--- config.mk ---
export PLATFORM = sky130hd
export DESIGN_NAME = rms_envelope_downsampler_core
export DESIGN_NICKNAME = d
export VERILOG_FILES = /design/src/rtl/core/rmsd_pkg.sv /design/src/rtl/core/rmsd_div.sv /design/src/rtl/core/rmsd_sqrt.sv /design/src/rtl/core/rms_envelope_downsampler_core.sv
export SDC_FILE = /design/constraint.sdc
export NUM_CORES = 1
export LEC_CHECK = 0
export ABC_AREA = 1
export ABC_CLOCK_PERIOD_IN_PS = 16550
export BUFFER_PORTS_ARGS = -buffer_cell sky130_fd_sc_hd__buf_2
export CAP_MARGIN = 20
export CELL_PAD_IN_SITES_DETAIL_PLACEMENT = 1
export CELL_PAD_IN_SITES_GLOBAL_PLACEMENT = 2
export CORE_ASPECT_RATIO = 1.1
export CORE_UTILIZATION = 41
export DETAILED_ROUTE_END_ITERATION = 7
export HOLD_SLACK_MARGIN = 0.02
export PLACE_DENSITY_LB_ADDON = 0.3
export SLEW_MARGIN = 20
export SYNTH_ARGS = -nofsm -noshare
export SYNTH_HDL_FRONTEND = slang
export SYNTH_SLANG_ARGS = --single-unit
--- constraint.sdc ---
create_clock -name clock -period 16.55 [get_ports clock]
set_input_delay 1.655 -clock clock [delete_from_list [all_inputs] [get_ports clock]]
set_output_delay 1.655 -clock clock [all_outputs]
set_load 0.02 [all_outputs]
--- src/rtl/core/rmsd_pkg.sv ---
`default_nettype none

package rmsd_pkg;

   // sample and result widths are fixed by the stream format
   localparam int unsigned SAMPLE_W = 16;
   localparam int unsigned MAG_W    = 17;
   localparam int unsigned SQ_W     = 31;   // 32768^2 = 2^30 fits
   localparam int unsigned LEVEL_W  = 15;

   localparam logic [LEVEL_W-1:0] LEVEL_MAX = 15'h7FFF;

   typedef enum logic [4:0] {
      ST_IDLE = 5'b00001,
      ST_ACC  = 5'b00010,
      ST_DIV  = 5'b00100,
      ST_SQRT = 5'b01000,
      ST_OUT  = 5'b10000
   } state_type;

endpackage

`default_nettype wire

--- src/rtl/core/rmsd_div.sv ---
`default_nettype none

// restoring divider, one quotient bit per cycle
module rmsd_div #(
   parameter int unsigned DVD_W = 51,
   parameter int unsigned DVS_W = 20
) (
   input  wire logic             clock,
   input  wire logic             reset,
   input  wire logic             start,
   input  wire logic [DVD_W-1:0] dividend,
   input  wire logic [DVS_W-1:0] divisor,
   output logic                  done,
   output logic [DVD_W-1:0]      quotient
);

   localparam int unsigned CNT_W = $clog2(DVD_W + 1);
   localparam logic [CNT_W-1:0] CNT_INIT = CNT_W'(DVD_W);

   logic             busy_ff, busy_in;
   logic             done_ff, done_in;
   logic [CNT_W-1:0] cnt_ff, cnt_in;
   logic [DVD_W-1:0] dvd_ff, dvd_in;
   logic [DVS_W-1:0] rem_ff, rem_in;
   logic [DVS_W-1:0] dvs_ff, dvs_in;

   logic [DVS_W:0]   shifted;
   logic [DVS_W:0]   diff;
   logic             ge;

   assign shifted = {rem_ff, dvd_ff[DVD_W-1]};
   assign ge      = shifted >= {1'b0, dvs_ff};
   assign diff    = shifted - {1'b0, dvs_ff};

   always_comb begin
      busy_in = busy_ff;
      done_in = 1'b0;
      cnt_in  = cnt_ff;
      dvd_in  = dvd_ff;
      rem_in  = rem_ff;
      dvs_in  = dvs_ff;
      if (start) begin
         busy_in = 1'b1;
         cnt_in  = CNT_INIT;
         dvd_in  = dividend;
         rem_in  = '0;
         dvs_in  = divisor;
      end else if (busy_ff) begin
         dvd_in = {dvd_ff[DVD_W-2:0], ge};
         rem_in = ge ? diff[DVS_W-1:0] : shifted[DVS_W-1:0];
         cnt_in = cnt_ff - 1'b1;
         if (cnt_ff == CNT_W'(1)) begin
            busy_in = 1'b0;
            done_in = 1'b1;
         end
      end
   end

   always_ff @(posedge clock) begin
      if (reset) begin
         busy_ff <= 1'b0;
         done_ff <= 1'b0;
         cnt_ff  <= '0;
      end else begin
         busy_ff <= busy_in;
         done_ff <= done_in;
         cnt_ff  <= cnt_in;
      end
      dvd_ff <= dvd_in;
      rem_ff <= rem_in;
      dvs_ff <= dvs_in;
   end

   assign done     = done_ff;
   assign quotient = dvd_ff;

endmodule

`default_nettype wire

--- src/rtl/core/rmsd_sqrt.sv ---
`default_nettype none

// digit-by-digit integer square root, two radicand bits per cycle
module rmsd_sqrt #(
   parameter int unsigned RAD_W = 52
) (
   input  wire logic               clock,
   input  wire logic               reset,
   input  wire logic               start,
   input  wire logic [RAD_W-1:0]   radicand,
   output logic                    done,
   output logic [RAD_W/2-1:0]      root
);

   localparam int unsigned RT_W  = RAD_W / 2;
   localparam int unsigned CNT_W = $clog2(RT_W + 1);
   localparam logic [CNT_W-1:0] CNT_INIT = CNT_W'(RT_W);

   logic             busy_ff, busy_in;
   logic             done_ff, done_in;
   logic [CNT_W-1:0] cnt_ff, cnt_in;
   logic [RAD_W-1:0] rad_ff, rad_in;
   logic [RT_W:0]    rem_ff, rem_in;    // remainder stays <= 2*root
   logic [RT_W-1:0]  root_ff, root_in;

   logic [RT_W+2:0]  rem_sh;
   logic [RT_W+2:0]  trial;
   logic [RT_W+2:0]  diff;
   logic             ge;

   assign rem_sh = {rem_ff, rad_ff[RAD_W-1:RAD_W-2]};
   assign trial  = {1'b0, root_ff, 2'b01};
   assign ge     = rem_sh >= trial;
   assign diff   = rem_sh - trial;

   always_comb begin
      busy_in = busy_ff;
      done_in = 1'b0;
      cnt_in  = cnt_ff;
      rad_in  = rad_ff;
      rem_in  = rem_ff;
      root_in = root_ff;
      if (start) begin
         busy_in = 1'b1;
         cnt_in  = CNT_INIT;
         rad_in  = radicand;
         rem_in  = '0;
         root_in = '0;
      end else if (busy_ff) begin
         rad_in  = {rad_ff[RAD_W-3:0], 2'b00};
         rem_in  = ge ? diff[RT_W:0] : rem_sh[RT_W:0];
         root_in = {root_ff[RT_W-2:0], ge};
         cnt_in  = cnt_ff - 1'b1;
         if (cnt_ff == CNT_W'(1)) begin
            busy_in = 1'b0;
            done_in = 1'b1;
         end
      end
   end

   always_ff @(posedge clock) begin
      if (reset) begin
         busy_ff <= 1'b0;
         done_ff <= 1'b0;
         cnt_ff  <= '0;
      end else begin
         busy_ff <= busy_in;
         done_ff <= done_in;
         cnt_ff  <= cnt_in;
      end
      rad_ff  <= rad_in;
      rem_ff  <= rem_in;
      root_ff <= root_in;
   end

   assign done = done_ff;
   assign root = root_ff;

endmodule

`default_nettype wire

--- src/rtl/core/rms_envelope_downsampler_core.sv ---
`default_nettype none

// RMS envelope downsampler. Each accepted request carries one signed 16-bit
// sample; its square is added to a bucket sum. When the bucket holds
// samples_per_bucket or more samples (0 acts as 1), or the request has tlast
// set, the block returns floor(sqrt(floor(sum / samples_per_bucket))),
// capped at 32767, with rsp_tlast copying the request's tlast, and clears
// the bucket. A partial bucket closed by tlast is still divided by the full
// bucket size. A sample that does not close a bucket is squared as it is
// accepted, then added to the sum. A closing sample then runs a bit-serial
// restoring divider and a two-bits-per-cycle square root. One request is in
// work at a time; a finished level sits in an output register while the
// next samples are accepted. samples_per_bucket is written over the csr
// port, only while the block is idle.
module rms_envelope_downsampler_core #(
   parameter int unsigned MAX_BUCKET_BITS = 20
) (
   input  wire logic                       clock,
   input  wire logic                       reset,
   // request: tdata = sample[15:0]; tlast = last
   input  wire logic                       req_tvalid,
   output logic                            req_tready,
   input  wire logic [15:0]                req_tdata,
   input  wire logic                       req_tlast,
   // response: tdata = level[14:0], zero[15]; tlast = final_res
   output logic                            rsp_tvalid,
   input  wire logic                       rsp_tready,
   output logic [15:0]                     rsp_tdata,
   output logic                            rsp_tlast,
   // config: samples_per_bucket
   input  wire logic                       csr_valid,
   output logic                            csr_ready,
   input  wire logic [MAX_BUCKET_BITS-1:0] csr_data
);

   localparam int unsigned FILL_W = MAX_BUCKET_BITS;
   localparam int unsigned SUM_W  = MAX_BUCKET_BITS + rmsd_pkg::SQ_W - 1 + 1;
   localparam int unsigned RAD_W  = SUM_W + (SUM_W % 2);
   localparam int unsigned RT_W   = RAD_W / 2;

   rmsd_pkg::state_type state_ff, state_in;

   logic [FILL_W-1:0]              spb_ff, spb_in;
   logic [SUM_W-1:0]               sum_ff, sum_in;
   logic [FILL_W-1:0]              fill_ff, fill_in;
   logic [rmsd_pkg::SQ_W-1:0]      sq_ff, sq_in;
   logic                           last_ff, last_in;

   logic [rmsd_pkg::LEVEL_W-1:0]   level_ff, level_in;
   logic                           final_ff, final_in;
   logic                           rsp_valid_ff, rsp_valid_in;

   logic [rmsd_pkg::MAG_W-1:0]     mag;
   logic [2*rmsd_pkg::MAG_W-1:0]   prod;
   logic [SUM_W-1:0]               sum_new;
   logic [FILL_W-1:0]              fill_new;
   logic [FILL_W-1:0]              size;
   logic                           close;

   logic                           div_start, div_done;
   logic [SUM_W-1:0]               quotient;
   logic                           sqrt_start, sqrt_done;
   logic [RT_W-1:0]                root;
   logic [rmsd_pkg::LEVEL_W-1:0]   level_sat;

   logic                           req_fire;
   logic                           rsp_fire;
   logic                           out_load;

   // magnitude of the two's complement sample, 17 bits to hold 32768
   always_comb begin
      mag = {req_tdata[15], req_tdata};
      if (req_tdata[15]) begin
         mag = ~mag + 1'b1;
      end
   end
   assign prod = mag * mag;

   assign size     = (spb_ff == '0) ? FILL_W'(1) : spb_ff;
   assign sum_new  = sum_ff + SUM_W'(sq_ff);
   assign fill_new = fill_ff + 1'b1;    // wraps at 2^MAX_BUCKET_BITS, which closes
   assign close    = last_ff || (fill_new == '0) || (fill_new >= size);

   assign req_fire = req_tvalid && req_tready;
   assign rsp_fire = rsp_valid_ff && rsp_tready;
   assign out_load = (state_ff == rmsd_pkg::ST_OUT) && (!rsp_valid_ff || rsp_tready);

   // saturate the root to the level range
   assign level_sat = (|root[RT_W-1:rmsd_pkg::LEVEL_W]) ? rmsd_pkg::LEVEL_MAX
                                                        : root[rmsd_pkg::LEVEL_W-1:0];

   always_comb begin
      state_in     = state_ff;
      spb_in       = spb_ff;
      sum_in       = sum_ff;
      fill_in      = fill_ff;
      sq_in        = sq_ff;
      last_in      = last_ff;
      level_in     = level_ff;
      final_in     = final_ff;
      rsp_valid_in = rsp_valid_ff;
      div_start    = 1'b0;
      sqrt_start   = 1'b0;

      if (rsp_fire) begin
         rsp_valid_in = 1'b0;
      end
      if (csr_valid && csr_ready) begin
         spb_in = csr_data;
      end

      unique case (state_ff)
         rmsd_pkg::ST_IDLE: begin
            if (req_fire) begin
               sq_in    = prod[rmsd_pkg::SQ_W-1:0];
               last_in  = req_tlast;
               state_in = rmsd_pkg::ST_ACC;
            end
         end
         rmsd_pkg::ST_ACC: begin
            if (close) begin
               // hand the closed bucket to the divider and start a new one
               div_start = 1'b1;
               sum_in    = '0;
               fill_in   = '0;
               state_in  = rmsd_pkg::ST_DIV;
            end else begin
               sum_in   = sum_new;
               fill_in  = fill_new;
               state_in = rmsd_pkg::ST_IDLE;
            end
         end
         rmsd_pkg::ST_DIV: begin
            if (div_done) begin
               sqrt_start = 1'b1;
               state_in   = rmsd_pkg::ST_SQRT;
            end
         end
         rmsd_pkg::ST_SQRT: begin
            if (sqrt_done) begin
               state_in = rmsd_pkg::ST_OUT;
            end
         end
         rmsd_pkg::ST_OUT: begin
            if (out_load) begin
               level_in     = level_sat;
               final_in     = last_ff;
               rsp_valid_in = 1'b1;
               state_in     = rmsd_pkg::ST_IDLE;
            end
         end
         default: begin
            state_in = rmsd_pkg::ST_IDLE;
         end
      endcase
   end

   always_ff @(posedge clock) begin
      if (reset) begin
         state_ff     <= rmsd_pkg::ST_IDLE;
         spb_ff       <= FILL_W'(1);
         sum_ff       <= '0;
         fill_ff      <= '0;
         rsp_valid_ff <= 1'b0;
      end else begin
         state_ff     <= state_in;
         spb_ff       <= spb_in;
         sum_ff       <= sum_in;
         fill_ff      <= fill_in;
         rsp_valid_ff <= rsp_valid_in;
      end
      sq_ff    <= sq_in;
      last_ff  <= last_in;
      level_ff <= level_in;
      final_ff <= final_in;
   end

   rmsd_div #(
      .DVD_W (SUM_W),
      .DVS_W (FILL_W)
   ) u_div (
      .clock    (clock),
      .reset    (reset),
      .start    (div_start),
      .dividend (sum_new),
      .divisor  (size),
      .done     (div_done),
      .quotient (quotient)
   );

   rmsd_sqrt #(
      .RAD_W (RAD_W)
   ) u_sqrt (
      .clock    (clock),
      .reset    (reset),
      .start    (sqrt_start),
      .radicand (RAD_W'(quotient)),
      .done     (sqrt_done),
      .root     (root)
   );

   assign req_tready = (state_ff == rmsd_pkg::ST_IDLE);
   assign csr_ready  = (state_ff == rmsd_pkg::ST_IDLE);
   assign rsp_tvalid = rsp_valid_ff;
   assign rsp_tdata  = {1'b0, level_ff};
   assign rsp_tlast  = final_ff;

endmodule

`default_nettype wire

==> impl_metrics.json, run 1 <==
{
  "outcome": "completed",
  "grt_pass1_wl_um": 138900,
  "die_h_um": 282.2,
  "setup_viol_count_final": 0,
  "p_per_area_mw_per_mm2": 184.2,
  "h-tree-depth": 2,
  "tightestPinTransition_ns": 1.129,
  "cts_repair_resize_count": 0,
  "coreArea_mm2": 0.07045,
  "synth_cells": 3967,
  "hp-class": "reg2reg",
  "drtIter0Drc": 915,
  "wl_per_cell_um": 17.17,
  "io-pin-count": 62,
  "worstHoldStart": "spb_ff[13]",
  "setup_tns_ns": 0,
  "final.setup_skew_ns": 0.02581,
  "synth_top_cell_area_share": 0.1735,
  "ant_nets": 0,
  "hold_viol": 0,
  "crit_family": "adder cells",
  "cts_root_buf": "clkbuf_16",
  "final_nets": 4438,
  "r2r-start": "fill_ff[0]",
  "ys.flop_type": "dfxtp_1",
  "yosys_warnings": 0,
  "clock-sinks": 355,
  "hpwl_um": 67420,
  "path_class": "in2reg",
  "period_needed_ns": 9.322,
  "timing.rr.end": "u_div.quotient[24]",
  "synth-seq-cells": 355,
  "dieArea_mm2": 0.07243,
  "ctsHoldBuffers": 0,
  "r2r_cells": 20,
  "fp-row-count": 102,
  "cp.arrival_ns": 9.65,
  "slew_headroom": 0.2476,
  "fill_cells": 9030,
  "p_leak_nw": 15.72,
  "syn2layout_area_growth_pct": 9.071,
  "worst_hold_path.endpoint": "u_div.dvs_ff[13]",
  "cts_tree": "built",
  "vias_per_cell": 5.023,
  "crit_fanout": 14,
  "diodes": 0,
  "clkLatencyLatePin_ns": 0.58,
  "seq_area_frac_synth": 0.3007,
  "r2r_slack_ns": 11.90,
  "fmax_ghz": 0.1073,
  "yosys-top-cells-count": "1103 x nand2_1, 752 x inv_1, 312 x nor2_1",
  "initial_core_util": 0.4153,
  "yosysMostFrequentCell": "nand2_1",
  "min_path_cells": 0,
  "cts_made_buffers": 41,
  "utilization": 0.4530,
  "clk_path_buf_depth": 3,
  "rsz0062_at_grt": "false",
  "startpoint_type": "input port",
  "synthDistinctLibCells": 49,
  "drc_errors": 0,
  "wl_um": 85420,
  "first_pass_iters": 5,
  "maxCapViolCount": 0,
  "synth_area_mm2": 0.02926,
  "cp-end-kind": "flop",
  "synth_edf_count": 169,
  "grt_pass1_vias": 26780,
  "slew_violations": 0,
  "required_ns": 16.88,
  "cpMostUsedCell": "inv_1",
  "portBuffers": 60,
  "slowest_delay_ns": 0.60,
  "layout-drive-gt1-share": 0.04580,
  "vias": 24990,
  "synth_area_leaders": "edfxtp_1 17%, nand2_1 14%, fa_1 13%",
  "worst-path-buf-inv": 9,
  "worst_ir_drop_vdd_mv": 0.2814,
  "place.gp.congestion": 0.8754,
  "slowest_stage": "xor2_1",
  "synth_top_area_cell": "edfxtp_1",
  "fin_crit_sh": 0.5633,
  "antenna_found_initial": 0,
  "cts_setup_buffers": 0,
  "clk_pin_slew_ns": 0.07,
  "grt_use_total": 0.2396,
  "grt.overflow.total": 0,
  "grt_max_degree": 85,
  "power_w": 0.005879,
  "syn_area_per_cell_um2": 7.375,
  "die_x_um": 256.7,
  "synthArstFlopShare": 0
}
-- final cells by class --
| type | instances | area (um2) | area share |
|---|---|---|---|
| inverter | 758 | 2845 | 0.08917 |
| clock buffer | 54 | 1147 | 0.03596 |
| multi-input combinational | 2767 | 17250 | 0.5405 |
| timing repair buffer | 83 | 491.7 | 0.01541 |
| tap | 936 | 1171 | 0.03670 |
| sequential | 355 | 8798 | 0.2757 |
| clock inverter | 22 | 209.0 | 0.006548 |
-- cells in the final DEF (no fill, tap or decap), types with 4 or more instances in the layout --
cell        synthesis  final
a21oi_1           230    230
xnor2_1            37     37
nand2_2             1      4
a31oi_1             4      4
ha_1              197    197
dfxtp_1           186    186
buf_2              23     59
nor2_1            312    310
nor3_1             39     39
o211ai_1           19     19
o31ai_1             4      4
nand2_1          1103   1100
conb_1              2     35
clkbuf_1           83      8
buf_4               5     22
inv_1             752    750
clkinv_2            0      7
o21a_1              8      8
nor2_2              6      7
a21o_1             11     11
nor4_1              8      7
fa_1              193    193
o21ai_0           150    150
nand3b_1           15     15
or2_2              13     13
a22oi_1            26     26
a21boi_0            6      6
edfxtp_1          169    169
o21bai_1            9      9
xor2_1             59     59
nand3_1           208    208
nand4_1            50     50
clkinv_1            5      7
clkinvlp_4          0      6
clkbuf_16           0     43
and2_1              4      4
o21ai_1             4      4
-- power by group --
group / leakage, nW / internal (W) / switching (W)
combinational: 12.0 / 0.00138 / 0.00236
clock: 0.650 / 0.000526 / 0.000398
sequential: 3.06 / 0.00116 / 0.0000491
total: 15.7 / 0.00307 / 0.00281
-- layer usage --
layer  part of all wire  vias up  routed length, um  track usage
li1                   -    12470                  -            -
met1               0.43    12100              36770       0.2812
met2               0.51      281              43740       0.4515
met3              0.024      144               2008      0.02518
met4              0.034        0               2896      0.08196
met5                  0        -                  0            0
-- registers in the layout (all words and copies together), names as in the netlist --
name            count
u_sqrt.rem_ff      27
level_ff           15
spb_ff             20
u_sqrt.rad_ff      52
u_sqrt.cnt_ff       5
rsp_tlast           1
u_sqrt.done         1
u_div.quotient     51
u_div.rem_ff       20
u_sqrt.busy_ff      1
state_ff            5
u_div.busy_ff       1
u_div.cnt_ff        6
rsp_tvalid          1
sq_ff              30
u_sqrt.root        26
u_div.done          1
sum_ff             51
fill_ff            20
u_div.dvs_ff       20
last_ff             1
-- stage by stage --
stage / setup slack, ns / instance area (um2) / hold slack (ns) / instances
finish: 7.228 / 31910 / 0.4300 / 4975
CTS: 7.284 / 31890 / 0.4298 / 4974
global route: 6.648 / 31910 / 0.4380 / 4975
global placement: 7.020 / 30520 / 0.4115 / 4897
detailed placement: 6.687 / 30530 / 0.4157 / 4898
floorplan: 7.993 / 29380 / 0.4228 / 4000
-- worst max path at each step --
stage                     end  slack [ns]         start  cells past startpoint
floorplan           sq_ff[24]        7.99  req_tdata[0]                     30
global placement    sq_ff[24]        7.02  req_tdata[0]                     30
detailed placement  sq_ff[25]        6.69  req_tdata[0]                     32
CTS                 sq_ff[24]        7.28  req_tdata[0]                     30
global route        sq_ff[25]        6.65  req_tdata[0]                     32
finish              sq_ff[24]        7.23  req_tdata[0]                     30
-- cell families (layout without fill, tap and decap cells) --
kind of cell / count (synthesis) / count (layout) / synth area share
AO/OA/AOI/OAI: 479 / 479 / 0.09007
XOR/XNOR: 97 / 97 / 0.02968
adder cells (fa/ha/maj): 390 / 390 / 0.2163
buffers and inverters: 878 / 917 / 0.1148
flip-flops: 355 / 355 / 0.3007
other: 2 / 35 / 0.0002567
AND/OR/NAND/NOR: 1766 / 1766 / 0.2481
Note: power is estimated with default switching activity, not from simulation.
==> inputs of run 2 (changes only) <==
--- a/config.mk
+++ b/config.mk
@@ -5,8 +5,8 @@
 export SDC_FILE = /design/constraint.sdc
 export NUM_CORES = 1
 export LEC_CHECK = 0
-export ABC_AREA = 1
-export ABC_CLOCK_PERIOD_IN_PS = 16550
+export ABC_AREA = 0
+export ABC_CLOCK_PERIOD_IN_PS = 9700
 export BUFFER_PORTS_ARGS = -buffer_cell sky130_fd_sc_hd__buf_2
 export CAP_MARGIN = 20
 export CELL_PAD_IN_SITES_DETAIL_PLACEMENT = 1
==> constraint.sdc (replaced) <==
create_clock -name clock -period 9.7 [get_ports clock]
set_input_delay 0.97 -clock clock [delete_from_list [all_inputs] [get_ports clock]]
set_output_delay 0.97 -clock clock [all_outputs]
set_load 0.02 [all_outputs]
==> run 2 against run 1 <==
Compared with the run above: highest routed layer unchanged; wire length decreased by 21%; die area is 8.5% lower; non-clock buffer count grew 17; utilization grew 0.33 points; combinational power is 110% higher; cell area is 8.4% lower.
==> impl_metrics.json, run 2 <==
{
  "outcome": "completed",
  "final_common_cell": "nand2_1",
  "drc_errors": 0,
  "syn2layout_area_growth_pct": 9.288,
  "ctsHoldBuffers": 0,
  "clk_path_buf_depth": 3,
  "cts_made_buffers": 39,
  "fill_cells": 7450,
  "synth_area_leaders": "edfxtp_1 19%, fa_1 14%, dfxtp_1 14%",
  "clk_pin_slew_ns": 0.05,
  "yosysMostFrequentCell": "nand2_1",
  "setup_ws_ns": 1.036,
  "holdWs_ns": 0.4582,
  "grt_pass1_vias": 22550,
  "drtIter0Drc": 679,
  "synth_cells": 2979,
  "cpMostUsedCell": "fa_1",
  "tightestPinTransition_ns": 1.014,
  "layout-drive-gt1-share": 0.06969,
  "grt_max_degree": 81,
  "clock-sinks": 355,
  "p_leak_nw": 12.94,
  "setup_viol_count_final": 0,
  "synth_area_mm2": 0.02675,
  "p_sw_w": 0.005201,
  "diodes": 0,
  "yosys-top-cells-count": "442 x nand2_1, 368 x inv_1, 204 x a21oi_1",
  "synthArstFlopShare": 0,
  "final_nets": 3445,
  "wl_per_cell_um": 17.43,
  "cp-end-kind": "flop",
  "grt_pass1_wl_um": 113700,
  "place.gp.congestion": 0.8430,
  "r2r_slack_ns": 4.29,
  "place_ws_ns": 0.4071,
  "slew_violations": 0,
  "die_h_um": 269.9,
  "mostFrequentLayoutCells": "440 x nand2_1, 368 x inv_1, 204 x a21oi_1",
  "clkLatencyLatePin_ns": 0.55,
  "antenna_found_initial": 0,
  "slowest_delay_ns": 0.56,
  "path_class": "in2reg",
  "coreArea_mm2": 0.06408,
  "h-tree-depth": 2,
  "internal-power_w": 0.006253,
  "worst_ir_drop_vdd_mv": 0.3702,
  "yosys_warnings": 0,
  "vias": 20350,
  "io-pin-count": 62,
  "synth_edf_count": 169,
  "wl_um": 67690,
  "synthDistinctLibCells": 80,
  "p_per_area_mw_per_mm2": 391.7,
  "pwr-share-clk": 0.129,
  "final.setup_skew_ns": 0.01783,
  "cts_tree": "built",
  "worst-path-buf-inv": 6,
  "setup_tns_ns": 0,
  "rsz0062_at_grt": "false",
  "grt.overflow.total": 0,
  "maxCapViolCount": 0,
  "crit_family": "adder cells",
  "power_w": 0.01145,
  "cts_repair_resize_count": 0,
  "fp-row-count": 97,
  "vias_per_cell": 5.241,
  "ys.flop_type": "dfxtp_1",
  "initial_core_util": 0.4175,
  "period_needed_ns": 8.664,
  "hold_viol": 0,
  "slew_headroom": 0.3242,
  "grt_use_total": 0.2085,
  "slowest_stage": "fa_1",
  "synth_top_area_cell": "edfxtp_1",
  "synth-seq-cells": 355,
  "crit_fanout": 11,
  "ant_nets": 0,
  "seq_area_mm2": 0.008802,
  "cts_setup_buffers": 0,
  "swShare": 0.4541,
  "portBuffers": 60,
  "dieArea_mm2": 0.06628,
  "power_frac_seq": 0.200,
  "multiInputGateArea_mm2": 0.01613,
  "utilization": 0.4563,
  "cts_root_buf": "clkbuf_16",
  "cp.arrival_ns": 8.94,
  "fmax_ghz": 0.1154,
  "largest_register_ff_count": 52,
  "hpwl_um": 51950,
  "p_comb_frac": 0.672,
  "seq_area_frac_synth": 0.3289,
  "die_x_um": 245.6,
  "syn_area_per_cell_um2": 8.981,
  "fin_crit_sh": 0.8932,
  "required_ns": 9.98,
  "first_pass_iters": 5,
  "hp-class": "reg2reg",
  "synth_top_cell_area_share": 0.1897,
  "max_flop_register": "u_sqrt.rad_ff",
  "startpoint_type": "input port"
}
## run 2: cell types whose count changed in the layout (fill, tap and decap cells not counted), moves of 20 or more
| cell | change |
|---|---|
| mux2i_1 | +52 |
| nand2b_1 | +23 |
| o21ai_1 | +24 |
| a21o_1 | +24 |
| a21oi_1 | -26 |
| nand2_1 | -660 |
| xnor2_1 | +63 |
| a22oi_1 | -20 |
| nor2_1 | -108 |
| nand3_1 | -165 |
| inv_1 | -382 |
## run 2: area by class of cell
type                    count  area share
well taps                 841     0.03599
clock inverters            23    0.006290
repair buffers            100     0.02063
multi-input cells        2143      0.5515
inverters                 374     0.04801
clock buffers              47     0.03654
flip-flops and latches    355      0.3010
## run 2: cell families (layout without fill, tap and decap cells)
| family | Yosys count | count (layout) | share of synthesized area |
|---|---|---|---|
| AOI/OAI and AO/OA | 569 | 569 | 0.1274 |
| xor gates and xnor gates | 157 | 157 | 0.05168 |
| adders and majority gates | 390 | 390 | 0.2365 |
| buffers and inverters | 514 | 544 | 0.07464 |
| DFF | 355 | 355 | 0.3289 |
| muxes | 56 | 56 | 0.02114 |
| other | 2 | 35 | 0.0002807 |
| and+or+nand+nor | 936 | 936 | 0.1595 |
## run 2: per-stage QoR
stage | instances | cell area [um2]
3_3_place_gp | 3813 | 27990
2_1_floorplan | 3012 | 26880
6_report | 3883 | 29240
3_5_place_dp | 3813 | 27990
5_1_grt | 3883 | 29240
4_1_cts | 3883 | 29240
## run 2: power groups by stage
stage | sequential (W) | combinational [W] | clock [W]
global route | 0.00231 | 0.00878 | 0.00158
detailed placement | 0.00232 | 0.00776 | 0
finish | 0.00229 | 0.00769 | 0.00148
floorplan | 0.00228 | 0.00597 | 0
global placement | 0.00231 | 0.00746 | 0
CTS | 0.00229 | 0.00783 | 0.00153
## run 2: worst paths after layout
path / start / to / cells past startpoint
min reg2reg: sum_ff[27] / sum_ff[27] / 2
min: sum_ff[27] / sum_ff[27] / 2
max reg2reg: spb_ff[3] / u_div.quotient[44] / 15
max: req_tdata[0] / sq_ff[30] / 30
## run 2: layer usage
layer / up-vias / GRT usage / share of wire
li1: 9974 / - / -
met1: 10100 / 0.2434 / 0.43
met2: 182 / 0.4007 / 0.53
met3: 91 / 0.01580 / 0.018
met4: 0 / 0.05803 / 0.024
met5: - / 0 / 0
## run 2: worst min-delay path: cells and delay by family (launching register included)
kind / cells / cell delay [ns]
simple gates: 1 / 0.05
compound gates: 1 / 0.05
flops: 1 / 0.31
